**src/rtl/srsort_pkg.sv**
```systemverilog
// shared types and constants of the strip record insertion sorter
`default_nettype none

package srsort_pkg;

	localparam int CAPACITY_DEF = 32;

	localparam int NUM_W = 10;
	localparam int VAL_W = 12;
	localparam int HELD_W = 6;

	// item kind codes
	localparam logic KIND_ADD  = 1'b0;
	localparam logic KIND_TAKE = 1'b1;

	typedef struct packed {
		logic [NUM_W-1:0] strip_number;
		logic [VAL_W-1:0] adc_signal;
		logic [VAL_W-1:0] noise_sigma;
	} rec_t;

	typedef struct packed {
		logic             kind;
		logic [NUM_W-1:0] strip_number;
		logic [VAL_W-1:0] adc_signal;
		logic [VAL_W-1:0] noise_sigma;
	} in_item_t;

	typedef struct packed {
		logic              accepted;
		logic              store_full;
		logic              store_empty;
		logic [NUM_W-1:0]  out_strip_number;
		logic [VAL_W-1:0]  out_adc_signal;
		logic [VAL_W-1:0]  out_noise_sigma;
		logic [HELD_W-1:0] held_count;
	} out_item_t;

	// command broadcast to every cell of the chain
	typedef struct packed {
		logic ins;
		logic take;
		rec_t rec;
	} cmd_t;

endpackage

`default_nettype wire

```
**src/rtl/srsort_cell.sv**
```systemverilog
// one cell of the sorting chain: holds a record, shifts right on insert, left on take
`default_nettype none

module srsort_cell #(
	parameter int IDX   = 0,
	parameter int CNT_W = 6
) (
	input  wire              clk,
	input  srsort_pkg::cmd_t cmd,
	input  wire [CNT_W-1:0]  count,
	input  wire              left_stay,
	input  srsort_pkg::rec_t left_rec,
	input  srsort_pkg::rec_t right_rec,
	output logic             stay,
	output srsort_pkg::rec_t rec
);
	import srsort_pkg::*;

	rec_t rec_q;
	logic occupied;

	// a held record with key not above the new one keeps its place
	always_comb begin
		occupied = count > CNT_W'(IDX);
		stay     = occupied && (rec_q.strip_number <= cmd.rec.strip_number);
	end

	always_ff @(posedge clk) begin
		if (cmd.ins) begin
			if (!stay) begin
				rec_q <= left_stay ? cmd.rec : left_rec;
			end
		end else if (cmd.take) begin
			rec_q <= right_rec;
		end
	end

	assign rec = rec_q;

endmodule

`default_nettype wire

```
**config.mk**
```make
export PLATFORM = sky130hd
export DESIGN_NAME = srsort_cell
export DESIGN_NICKNAME = d
export VERILOG_FILES = /design/src/rtl/srsort_pkg.sv /design/src/rtl/srsort_cell.sv
export SDC_FILE = /design/constraint.sdc
export NUM_CORES = 1
export LEC_CHECK = 0
export CORE_ASPECT_RATIO = 0.5
export CORE_MARGIN = 2
export CORE_UTILIZATION = 63
export DETAILED_ROUTE_END_ITERATION = 12
export DONT_BUFFER_PORTS = 1
export PLACE_DENSITY = 0.77
export RECOVER_POWER = 50
export SLEW_MARGIN = 0
export SYNTH_ARGS = -nofsm -noshare
export SYNTH_HDL_FRONTEND = slang
export SYNTH_SLANG_ARGS = --single-unit
```
**constraint.sdc**
```tcl
create_clock -name clk -period 5.13 [get_ports clk]
set_input_delay 1.026 -clock clk [delete_from_list [all_inputs] [get_ports clk]]
set_output_delay 1.026 -clock clk [all_outputs]
set_load 0.05 [all_outputs]
```
# Yosys cells after proc, flatten, opt, wreduce, memory -nomap -nowiden
# Index checks and enable logic that the tools add are counted.
[totals] reg_bits=34 out_inout_bits=35 wordCells=13
[classes] magnitude_cmp=2 eq_ne=1 mux=4 n_reduce_logical=3
[op_table] cell="two-way mux 34 bit" count=4
[op_table] cell="<= comparator 10 bit" count=1
[op_table] cell="greater-than comparator 6 x 1 -> 1 bit, second input constant" count=1
[op_table] cell="!= test 2 bit, second input constant" count=1
[op_table] cell="AND reduction 2 bit" count=1
[op_table] cell="nonzero test 2 bit" count=1
[op_table] cell="logical AND 1 bit" count=1

# Depth between registers and ports, before layout
# Gate-level depths: netlist of run 1.
[depth] ltp_word=4 ltp_mapped=6 ltp_nobuf=6

# Worst setup path after synthesis of run 1
# Ideal clock, no wire load.
[synth_timing] path_type="input-to-reg" from="in cmd[33] in the netlist's numbering" to="reg rec_q (netlist bit rec[0]) (enable)" setup_ps=472 t_arrival_ps=4187 required_time_ps=4658 slack_ps=471 stages=6 n_path_buf=0 cell_sequence="inv_1 > ha_1 > nand2_1 > o211ai_1 > o311ai_0 > o21ai_0"
[synth_via] elab_chain_len=4
[synth_lines] element="start, declared" line_no="srsort_cell.sv:9" rtl="input srsort_pkg::cmd_t cmd,"
[synth_lines] element="<= comparator 10 bit" line_no="srsort_cell.sv:25" rtl="stay = occupied && (rec_q.strip_number <= cmd.rec.strip_number);"
[synth_lines] element="logical AND 1 bit" line_no="srsort_cell.sv:25"
[synth_lines] element="!= test 2 bit (no line)"
[synth_lines] element="AND reduction 2 bit (no line)"
[synth_lines] element="end signal, assigned" line_no="srsort_cell.sv:31" rtl="rec_q <= left_stay ? cmd.rec : left_rec;"
[synth_lines] element="end signal, assigned" line_no="srsort_cell.sv:34" rtl="rec_q <= right_rec;"
[synth_lines] element="end, declared" line_no="srsort_cell.sv:19" rtl="rec_t rec_q;"
# No other way between the ends.
# A chain may end at the register's enable or synchronous reset.

# Worst setup path in the final report of run 1
[layout_timing] from="in cmd[27] in the netlist's numbering" to="out stay"
[layout_via] elab_chain_len=2
[layout_lines] element="<= comparator 10 bit" line_no="srsort_cell.sv:25"
[layout_lines] element="logical AND 1 bit" line_no="srsort_cell.sv:25"
[layout_lines] element="end, declared" line_no="srsort_cell.sv:14" rtl="output logic stay,"
# No other way between the ends.

==> qor.yml, run 1 <==
grt:
  overflow: 0
  gr-usage-met2_pct: 37.0
  grt_pass1_wl_mm: 5.92
  grtUsageTotal_pct: 21.1
  grt_pass1_vias: 1354
  use_met3_pct: 11.6
  antenna_found_initial: 0
  busiest_layer: "met2"
  grt_start_max_net_pins: 71
  grtUsageMet1_pct: 23.0
layout:
  stdcell_area_um2: 2130
  fin_cells: 228
  nNetsFinal: 309
  drive_gt1_share_pct: 5.32
  areaGrowthSynthToFinish_pct: 4.68
  n_antenna_cell: 0
  post-route-util_pct: 70.1
  mostFrequentLayoutCells: "a21oi_1 (36), mux2i_1 (35), nor2_1 (35), edfxtp_1 (34), inv_1 (12)"
  largest_reg_flops: 34
  mostFrequentLayoutCell: "a21oi_1"
logic_synthesis:
  ys_warn_count: 0
  synth_top_family_by_area: "multiplexers"
  synth_nets: 313
  synth-adder-area-share_pct: 6.16
  syn_area_um2: 2030
  synth_cell_types: 21
  async_flop_share_pct: 0
  yosys.area_share.simple_pct: 8.56
  synth-seq-cells: 34
  synth_top_flop_cell: "edfxtp_1"
  synthMuxAreaShare_pct: 17.3
  synth_area_per_cell_um2: 10.6
  synth_xor_area_share_pct: 0
  synth_compound_area_share_pct: 12.6
  yosysSeqAreaShare_pct: 50.3
  synth_edf_count: 34
  synthCells: 191
power:
  p_leak_nw: 0.871
  combinationalPowerShare_pct: 12.8
  internal-power_mw: 0.484
  p_sw_mw: 0.260
  netSwitchingFraction_pct: 35.0
  seqPwrFrac_pct: 61.7
  ir_drop_uv: 247
  power_density_nw_per_um2: 350
  totalPowerFinal_mw: 0.744
  clockPowerShare_pct: 25.5
timing:
  min_period_over_period_pct: 67.5
  worst_slack_ns: 1.67
  max_freq_mhz: 289
  skew_ns: 0.00450
  hold_ws_ns: 0.953
  max_slew_margin_pct: 29.7
  finalHoldViolations: 0
  setup-violations-final: 0
  worstMarginPinSlew_ns: 1.05
  fin_setup_tns_ns: 0
  period_needed_ns: 3.46
  slew_viol_final: 0
  grt_setup_unrepaired: "no"
setup_path:
  crit_type: "in2out"
  cp.required_ns: 4.10
  end_kind: "output pin"
  cp_max_fo: 2
  cp_data_arrival_time_ns: 2.44
  startpoint_type: "input pin"
detailed_routing:
  drc_errors: 0
  firstDrtPassIters: 4
  drt_iter0_drc: 64
  viasPerCell: 6.10
  num_vias: 1391
  drtAntennaViolNets: 0
  avgRoutedWirePerCell_um: 17.1
  routed_wl_mm: 3.90
clock_network:
  tritoncts: "built"
  cts_hold_buffers: 0
  clk_latency_ns: 0.28
  cts-root-buf: "clkbuf_8"
  cts_sinks: 34
  cts.path.max_buffers: 2
  cts_max_level: 2
  path_clk_slew_ns: 0.07
  post-cts-setup-buffer-count: 0
  post_cts_resized: 0
  cts_buffers: 5
floorplanning:
  initial_core_util_pct: 67.0
  dieArea_um2: 3720
  die_x_um: 84.3
  fp.coreArea_um2: 3030
  pin_count: 147
  die_h_um: 44.1
  placementRows: 14
place:
  dpl_worst_slack_ns: 1.68
  gp_congestion: 0.693
  dp.final_hpwl_mm: 2.83
  dpl.cell_count: 220
  port_buffers: 0
  placed_cell_area_um2: 2040
outcome:
  status: "finished, final reports clean"
min_path:
  hold_path.class: "in2reg"
flow_run:
  cap_violations: 0
[metal layers]
| metal | wire (µm) | vias up | share of wire [%] |
|---|---|---|---|
| met1 | 1480 | 623 | 38 |
| met3 | 495 | 2 | 13 |
| met4 | 8 | 0 | 0.20 |
| met5 | 0 | - | 0 |
| met2 | 1920 | 73 | 49 |
| li1 | - | 693 | - |
[synthesized netlist by cell type (all sizes together) (2+ instances only)]
cell type	n	area, µm²
inv	12	45.0
o211ai	2	15.0
mux2i	35	350
ha	10	125
nand4	2	12.5
buf	5	32.5
nand2	2	7.51
edfxtp	34	1020
clkbuf	7	26.3
a21o	3	22.5
a21oi	36	180
nor2	35	131
[power by group through the flow]
stage	Sequential (mW)	Clock, mW	Combinational, mW
CTS	0.460	0.195	0.0961
floorplan	0.462	0	0.0901
finish	0.459	0.190	0.0949
global route	0.462	0.204	0.109
global placement	0.465	0	0.0931
detailed placement	0.465	0	0.0957
[critical path: stages]
cell and delay [ns]:
inv_1 0.02, ha_1 0.29, a21o_1 0.18, a21o_1 0.18, a221o_1 0.34, a31oi_1 0.17, buf_4 0.22
[path summary, 6_finish.rpt]
kind	startpoint	to	slack, ns	depth (start not counted)
worst min-delay path	cmd[35]	rec[20]	0.95	1
worst max register to register	rec[33]	rec[21]	2.26	5
worst max-delay path	cmd[27]	stay	1.67	7
worst min register to register	rec[31]	rec[29]	1.98	5
[final cells by class]
type | count | area (µm²)
flip-flops and latches | 34 | 1020
multi-input cells | 133 | 917
fillers | 242 | 905
clock buffers | 5 | 68.8
well taps | 40 | 50.0
inverters | 12 | 45.0
clock inverters | 3 | 16.3
repair buffers | 1 | 7.51
[cell families after synthesis]
family                     Yosys count
adders and majority gates           10
and+or+nand+nor                     42
buffers and inverters               24
muxes                               35
DFF                                 34
AOI/OAI and AO/OA                   46
(Power assumes the default switching activity.)
==> run 2: changes to the inputs <==
Clock period 5.13 ns to 3.5 ns, I/O delays scaled along.
==> qor.yml, run 2 (synthesis results as in run 1) <==
setup_path:
  slowest_delay_ns: 0.62  # was 0.34 ns
  path_buf_inv: 1  # was 2
  cp_max_fo: 2  # unchanged
  cp.required_ns: 2.80  # was 4.10 ns
  slowest_stage: "edfxtp_1"  # was a221o_1
  r2r_cells: 6  # was 5
  end_kind: "output pin"  # unchanged
  worst-path-stages: 6  # was 7
  cpMostUsedCell: "a21o_1"  # unchanged
  cp_data_arrival_time_ns: 2.40  # was 2.44 ns
  startpoint_type: "flip-flop"  # was input pin
  crit_type: "reg2out"  # was in2out
  path_delay_family: "compound AO/OA/AOI/OAI gates"  # unchanged
  worstPathCellList: "ha_1 -> a21o_1 -> a21o_1 -> a221o_1 -> a31oi_1 -> buf_4"  # was inv_1 -> ha_1 -> a21o_1 -> a21o_1 -> a221o_1 -> a31oi_1 -> buf_4
place:
  placed_cell_area_um2: 2060  # was 2040 µm²
  dpl.cell_count: 221  # was 220
  port_buffers: 0  # unchanged
  dpl_worst_slack_ns: 0.681  # was 1.68 ns
  gp_congestion: 0.689  # was 0.693
  dp.final_hpwl_mm: 3.04  # was 2.83 mm
clock_network:
  clk_latency_ns: 0.28  # about the same
  cts-root-buf: "clkbuf_8"  # unchanged
  cts_sinks: 34  # unchanged
  cts_max_level: 2  # unchanged
  cts_hold_buffers: 0  # unchanged
  path_clk_slew_ns: 0.07  # about the same
  tritoncts: "built"  # unchanged
  post-cts-setup-buffer-count: 0  # unchanged
  cts.path.max_buffers: 2  # unchanged
  cts_buffers: 5  # unchanged
  post_cts_resized: 0  # unchanged
power:
  totalPowerFinal_mw: 1.18  # was 0.744 mW
  p_leak_nw: 0.889  # was 0.871 nW
  internal-power_mw: 0.790  # was 0.484 mW
  combinationalPowerShare_pct: 12.6  # was 12.8%
  p_sw_mw: 0.391  # was 0.260 mW
  clockPowerShare_pct: 30.5  # was 25.5%
  netSwitchingFraction_pct: 33.1  # was 35.0%
  ir_drop_uv: 337  # was 247 µV
  seqPwrFrac_pct: 56.9  # was 61.7%
  power_density_nw_per_um2: 543  # was 350 nW/µm²
timing:
  worstMarginPinSlew_ns: 0.677  # was 1.05 ns
  hold_ws_ns: 0.626  # was 0.953 ns
  fin_setup_tns_ns: 0  # unchanged
  slew_viol_final: 0  # unchanged
  period_needed_ns: 3.10
  max_freq_mhz: 322
  finalHoldViolations: 0  # unchanged
  grt_setup_unrepaired: "no"  # unchanged
  max_slew_margin_pct: 54.3  # was 29.7%
  min_period_over_period_pct: 88.6
  worst_slack_ns: 0.399  # was 1.67 ns
  setup-violations-final: 0  # unchanged
  skew_ns: 0.00324  # was 0.00450 ns
grt:
  antenna_found_initial: 0  # unchanged
  grt_pass1_vias: 1364  # was 1354
  grtUsageTotal_pct: 22.1  # was 21.1%
  grt_start_max_net_pins: 71  # unchanged
  overflow: 0  # unchanged
  grt_pass1_wl_mm: 6.18  # was 5.92 mm
detailed_routing:
  avgRoutedWirePerCell_um: 18.0  # was 17.1 µm
  num_vias: 1402  # was 1391
  firstDrtPassIters: 4  # unchanged
  drt_iter0_drc: 57  # was 64
  wl_met3_um: 431  # was 495 µm
  viasPerCell: 6.12  # was 6.10
  wl_met1_mm: 1.50  # was 1.48 mm
  drtAntennaViolNets: 0  # unchanged
  routed_wl_mm: 4.12  # was 3.90 mm
  highest_layer: "met4"  # unchanged
  wl_met2_mm: 2.15  # was 1.92 mm
  drc_errors: 0  # unchanged
layout:
  drive_gt1_share_pct: 6.35  # was 5.32%
  stdcell_area_um2: 2170  # was 2130 µm²
  n_antenna_cell: 0  # unchanged
  regArea_um2: 1020  # unchanged
  nNetsFinal: 310  # was 309
  mostFrequentLayoutCell: "a21oi_1"  # unchanged
  areaGrowthSynthToFinish_pct: 7.09  # was 4.68%
  multi_input_area_um2: 917  # unchanged
  post-route-util_pct: 71.8  # was 70.1%
  mostFrequentLayoutCells: "a21oi_1 (36), mux2i_1 (35), nor2_1 (35), edfxtp_1 (34), inv_1 (12)"  # unchanged
  largest_reg_flops: 34  # unchanged
  nFillCells: 233  # was 242
  fin_cells: 229  # was 228
floorplanning:
  pin_count: 147  # unchanged
  die_h_um: 44.1  # unchanged
  dieArea_um2: 3720  # unchanged
  placementRows: 14  # unchanged
  initial_core_util_pct: 67.0  # unchanged
  fp.coreArea_um2: 3030  # unchanged
  die_x_um: 84.3  # unchanged
outcome:
  status: "finished, final reports clean"  # unchanged
min_path:
  hold_path.class: "in2reg"  # unchanged
  hold_depth: 1  # unchanged
flow_run:
  cap_violations: 0  # unchanged
-- run 2: cell count changes in the layout (fill, tap and decap cells not counted), sizes merged --
cell / delta
clkinvlp: +1
buf: +1
bufinv: +1
clkinv: -2
-- run 2: cell type report --
cell class | instances | share of cell area, %
clock buffer | 5 | 3.16
clock inverter | 3 | 2.07
inverter | 12 | 2.07
multi-input combinational | 133 | 42.2
sequential | 34 | 47.0
tap | 40 | 2.30
timing repair buffer | 2 | 1.27
-- run 2: worst register-to-register path, delay by kind of cell (launching register included) --
kind	cells	cell delay (ns)
buffers and inverters	1	0.25
DFF	1	0.62
AOI/OAI and AO/OA	3	1.00
and+or+nand+nor	1	0.16
adders and majority gates	1	0.42
-- run 2: worst paths after layout --
kind / from / end / slack [ns]
min: cmd[35] / rec[18] / 0.63
min reg2reg: rec[29] / rec[29] / 1.76
max reg2reg: rec[33] / rec[20] / 0.78
max: rec[27] / stay / 0.40
-- run 2: power groups by stage --
stage	combinational [mW]	clock (mW)	sequential (mW)
3_3_place_gp	0.144	0	0.680
5_1_grt	0.168	0.386	0.676
2_1_floorplan	0.132	0	0.675
4_1_cts	0.150	0.366	0.673
6_report	0.149	0.360	0.672
3_5_place_dp	0.150	0	0.681
-- run 2: per-layer routing --
layer / global-route usage [%] / up-vias
li1: - / 698
met1: 24.3 / 626
met2: 38.9 / 73
met3: 10.6 / 5
met4: 7.74 / 0
met5: 0 / -
==> run 3: changes to the inputs <==
Settings changed: CORE_UTILIZATION 63 to 67, PLACE_DENSITY 0.77 to 0.81.
Clock period 3.5 ns to 3.6 ns, I/O delays scaled along.
==> qor.yml, run 3 (synthesis results as in run 1) <==
power:
  ir_drop_uv: 398  # was 337 µV
  p_sw_mw: 0.362  # was 0.391 mW
  internal-power_mw: 0.688  # was 0.790 mW
  netSwitchingFraction_pct: 34.5  # was 33.1%
  totalPowerFinal_mw: 1.05  # was 1.18 mW
  p_leak_nw: 0.879  # was 0.889 nW
  seqPwrFrac_pct: 62.3  # was 56.9%
  power_density_nw_per_um2: 493  # was 543 nW/µm²
  clockPowerShare_pct: 24.6  # was 30.5%
  combinationalPowerShare_pct: 13.2  # was 12.6%
grt:
  overflow: 0  # unchanged
  grtUsageTotal_pct: 23.0  # was 22.1%
  grt_pass1_vias: 1391  # was 1364
  grt_pass1_wl_mm: 5.81  # was 6.18 mm
  grt_start_max_net_pins: 71  # unchanged
  antenna_found_initial: 0  # unchanged
setup_path:
  end_kind: "output pin"  # unchanged
  cp.required_ns: 2.88  # was 2.80 ns
  cp_data_arrival_time_ns: 2.41  # was 2.40 ns
  crit_type: "reg2out"  # unchanged
  cp_max_fo: 2  # unchanged
  startpoint_type: "flip-flop"  # unchanged
  r2r_cells: 6  # unchanged
clock_network:
  post_cts_resized: 0  # unchanged
  cts-root-buf: "clkbuf_8"  # unchanged
  cts.path.max_buffers: 2  # unchanged
  cts_buffers: 5  # unchanged
  post-cts-setup-buffer-count: 0  # unchanged
  cts_sinks: 34  # unchanged
  cts_hold_buffers: 0  # unchanged
  cts_max_level: 2  # unchanged
  path_clk_slew_ns: 0.06  # was 0.07 ns
  clk_latency_ns: 0.28  # about the same
  tritoncts: "built"  # unchanged
detailed_routing:
  firstDrtPassIters: 3  # was 4
  routed_wl_mm: 3.94  # was 4.12 mm
  drtAntennaViolNets: 0  # unchanged
  drt_iter0_drc: 51  # was 57
  viasPerCell: 6.16  # was 6.12
  drc_errors: 0  # unchanged
  avgRoutedWirePerCell_um: 17.3  # was 18.0 µm
  num_vias: 1404  # was 1402
layout:
  mostFrequentLayoutCells: "a21oi_1 (36), mux2i_1 (35), nor2_1 (35), edfxtp_1 (34), inv_1 (12)"  # unchanged
  largest_reg_flops: 34  # unchanged
  stdcell_area_um2: 2130  # was 2170 µm²
  areaGrowthSynthToFinish_pct: 4.74  # was 7.09%
  n_antenna_cell: 0  # unchanged
  nNetsFinal: 310  # unchanged
  drive_gt1_share_pct: 5.85  # was 6.35%
  nFillCells: 215  # was 233
  mostFrequentLayoutCell: "a21oi_1"  # unchanged
  fin_cells: 228  # was 229
floorplanning:
  die_h_um: 42.9  # was 44.1 µm
  fp.coreArea_um2: 2940  # was 3030 µm²
  die_x_um: 81.9  # was 84.3 µm
  dieArea_um2: 3510  # was 3720 µm²
  pin_count: 147  # unchanged
  initial_core_util_pct: 69.0  # was 67.0%
  placementRows: 14  # unchanged
place:
  gp_congestion: 0.732  # was 0.689
  dpl.cell_count: 221  # unchanged
  port_buffers: 0  # unchanged
  dp.final_hpwl_mm: 2.94  # was 3.04 mm
  dpl_worst_slack_ns: 0.716  # was 0.681 ns
  placed_cell_area_um2: 2050  # was 2060 µm²
timing:
  slew_viol_final: 0  # unchanged
  grt_setup_unrepaired: "no"  # unchanged
  worst_slack_ns: 0.472  # was 0.399 ns
  min_period_over_period_pct: 86.9
  skew_ns: 0.00346  # was 0.00324 ns
  max_freq_mhz: 320
  period_needed_ns: 3.13
  worstMarginPinSlew_ns: 0.567  # was 0.677 ns
  fin_setup_tns_ns: 0  # unchanged
  finalHoldViolations: 0  # unchanged
  max_slew_margin_pct: 61.7  # was 54.3%
  setup-violations-final: 0  # unchanged
outcome:
  status: "finished, final reports clean"  # unchanged
min_path:
  hold_path.class: "in2reg"  # unchanged
  hold_depth: 1  # unchanged
flow_run:
  cap_violations: 0  # unchanged
-- run 3: cell types whose count changed in the layout (fill, tap and decap cells not counted) --
cell and delta:
clkinv_2 +2, buf_12 -1, bufinv_16 -1, buf_4 +1, clkinvlp_4 -2
-- run 3: layer usage --
layer  routed length (µm)  part of all wire, %  vias up  global-route usage (%)
met5                    0                    0        -                       0
li1                     -                    -      692                       -
met4                   27                 0.69        0                    9.33
met2                 2110                   53       62                    42.4
met3                  414                   11        3                    11.7
met1                 1390                   35      647                    21.4
-- run 3: critical path: stages (launching register included) --
cell	delay (ns)
edfxtp_1	0.62
ha_1	0.40
a21o_1	0.18
a21o_1	0.18
a221o_1	0.34
a31oi_1	0.19
buf_4	0.22
-- run 3: area by class of cell --
| cell class | instances | area, µm² | area share, % |
|---|---|---|---|
| Inverter | 12 | 45.0 | 2.12 |
| Clock buffer | 5 | 68.8 | 3.24 |
| Clock inverter | 2 | 10.0 | 0.471 |
| Timing Repair Buffer | 2 | 15.0 | 0.706 |
| Tap cell | 40 | 50.0 | 2.35 |
| Multi-Input combinational cell | 133 | 917 | 43.1 |
| Sequential cell | 34 | 1020 | 48.0 |
-- run 3: final timing paths --
kind	startpoint	endpoint	slack, ns
worst min-delay path	cmd[35]	rec[20]	0.65
worst min register to register	rec[29]	rec[29]	1.79
worst max-delay path	rec[27]	stay	0.47
worst max register to register	rec[27]	rec[13]	1.09
-- run 3: through the flow --
stage / utilization (%) / hold slack (ns)
floorplan: - / 0.946
global placement: 69.6 / 0.935
detailed placement: 69.6 / 0.937
CTS: 72.3 / 0.637
global route: 72.3 / 0.630
finish: 72.3 / 0.649
-- run 3: power groups by stage --
| stage | logic [mW] | clock network, mW | registers, mW |
|---|---|---|---|
| finish | 0.138 | 0.258 | 0.654 |
| global route | 0.157 | 0.282 | 0.658 |
| CTS | 0.141 | 0.265 | 0.655 |
| detailed placement | 0.141 | 0 | 0.662 |
| global placement | 0.134 | 0 | 0.661 |
| floorplan | 0.129 | 0 | 0.657 |
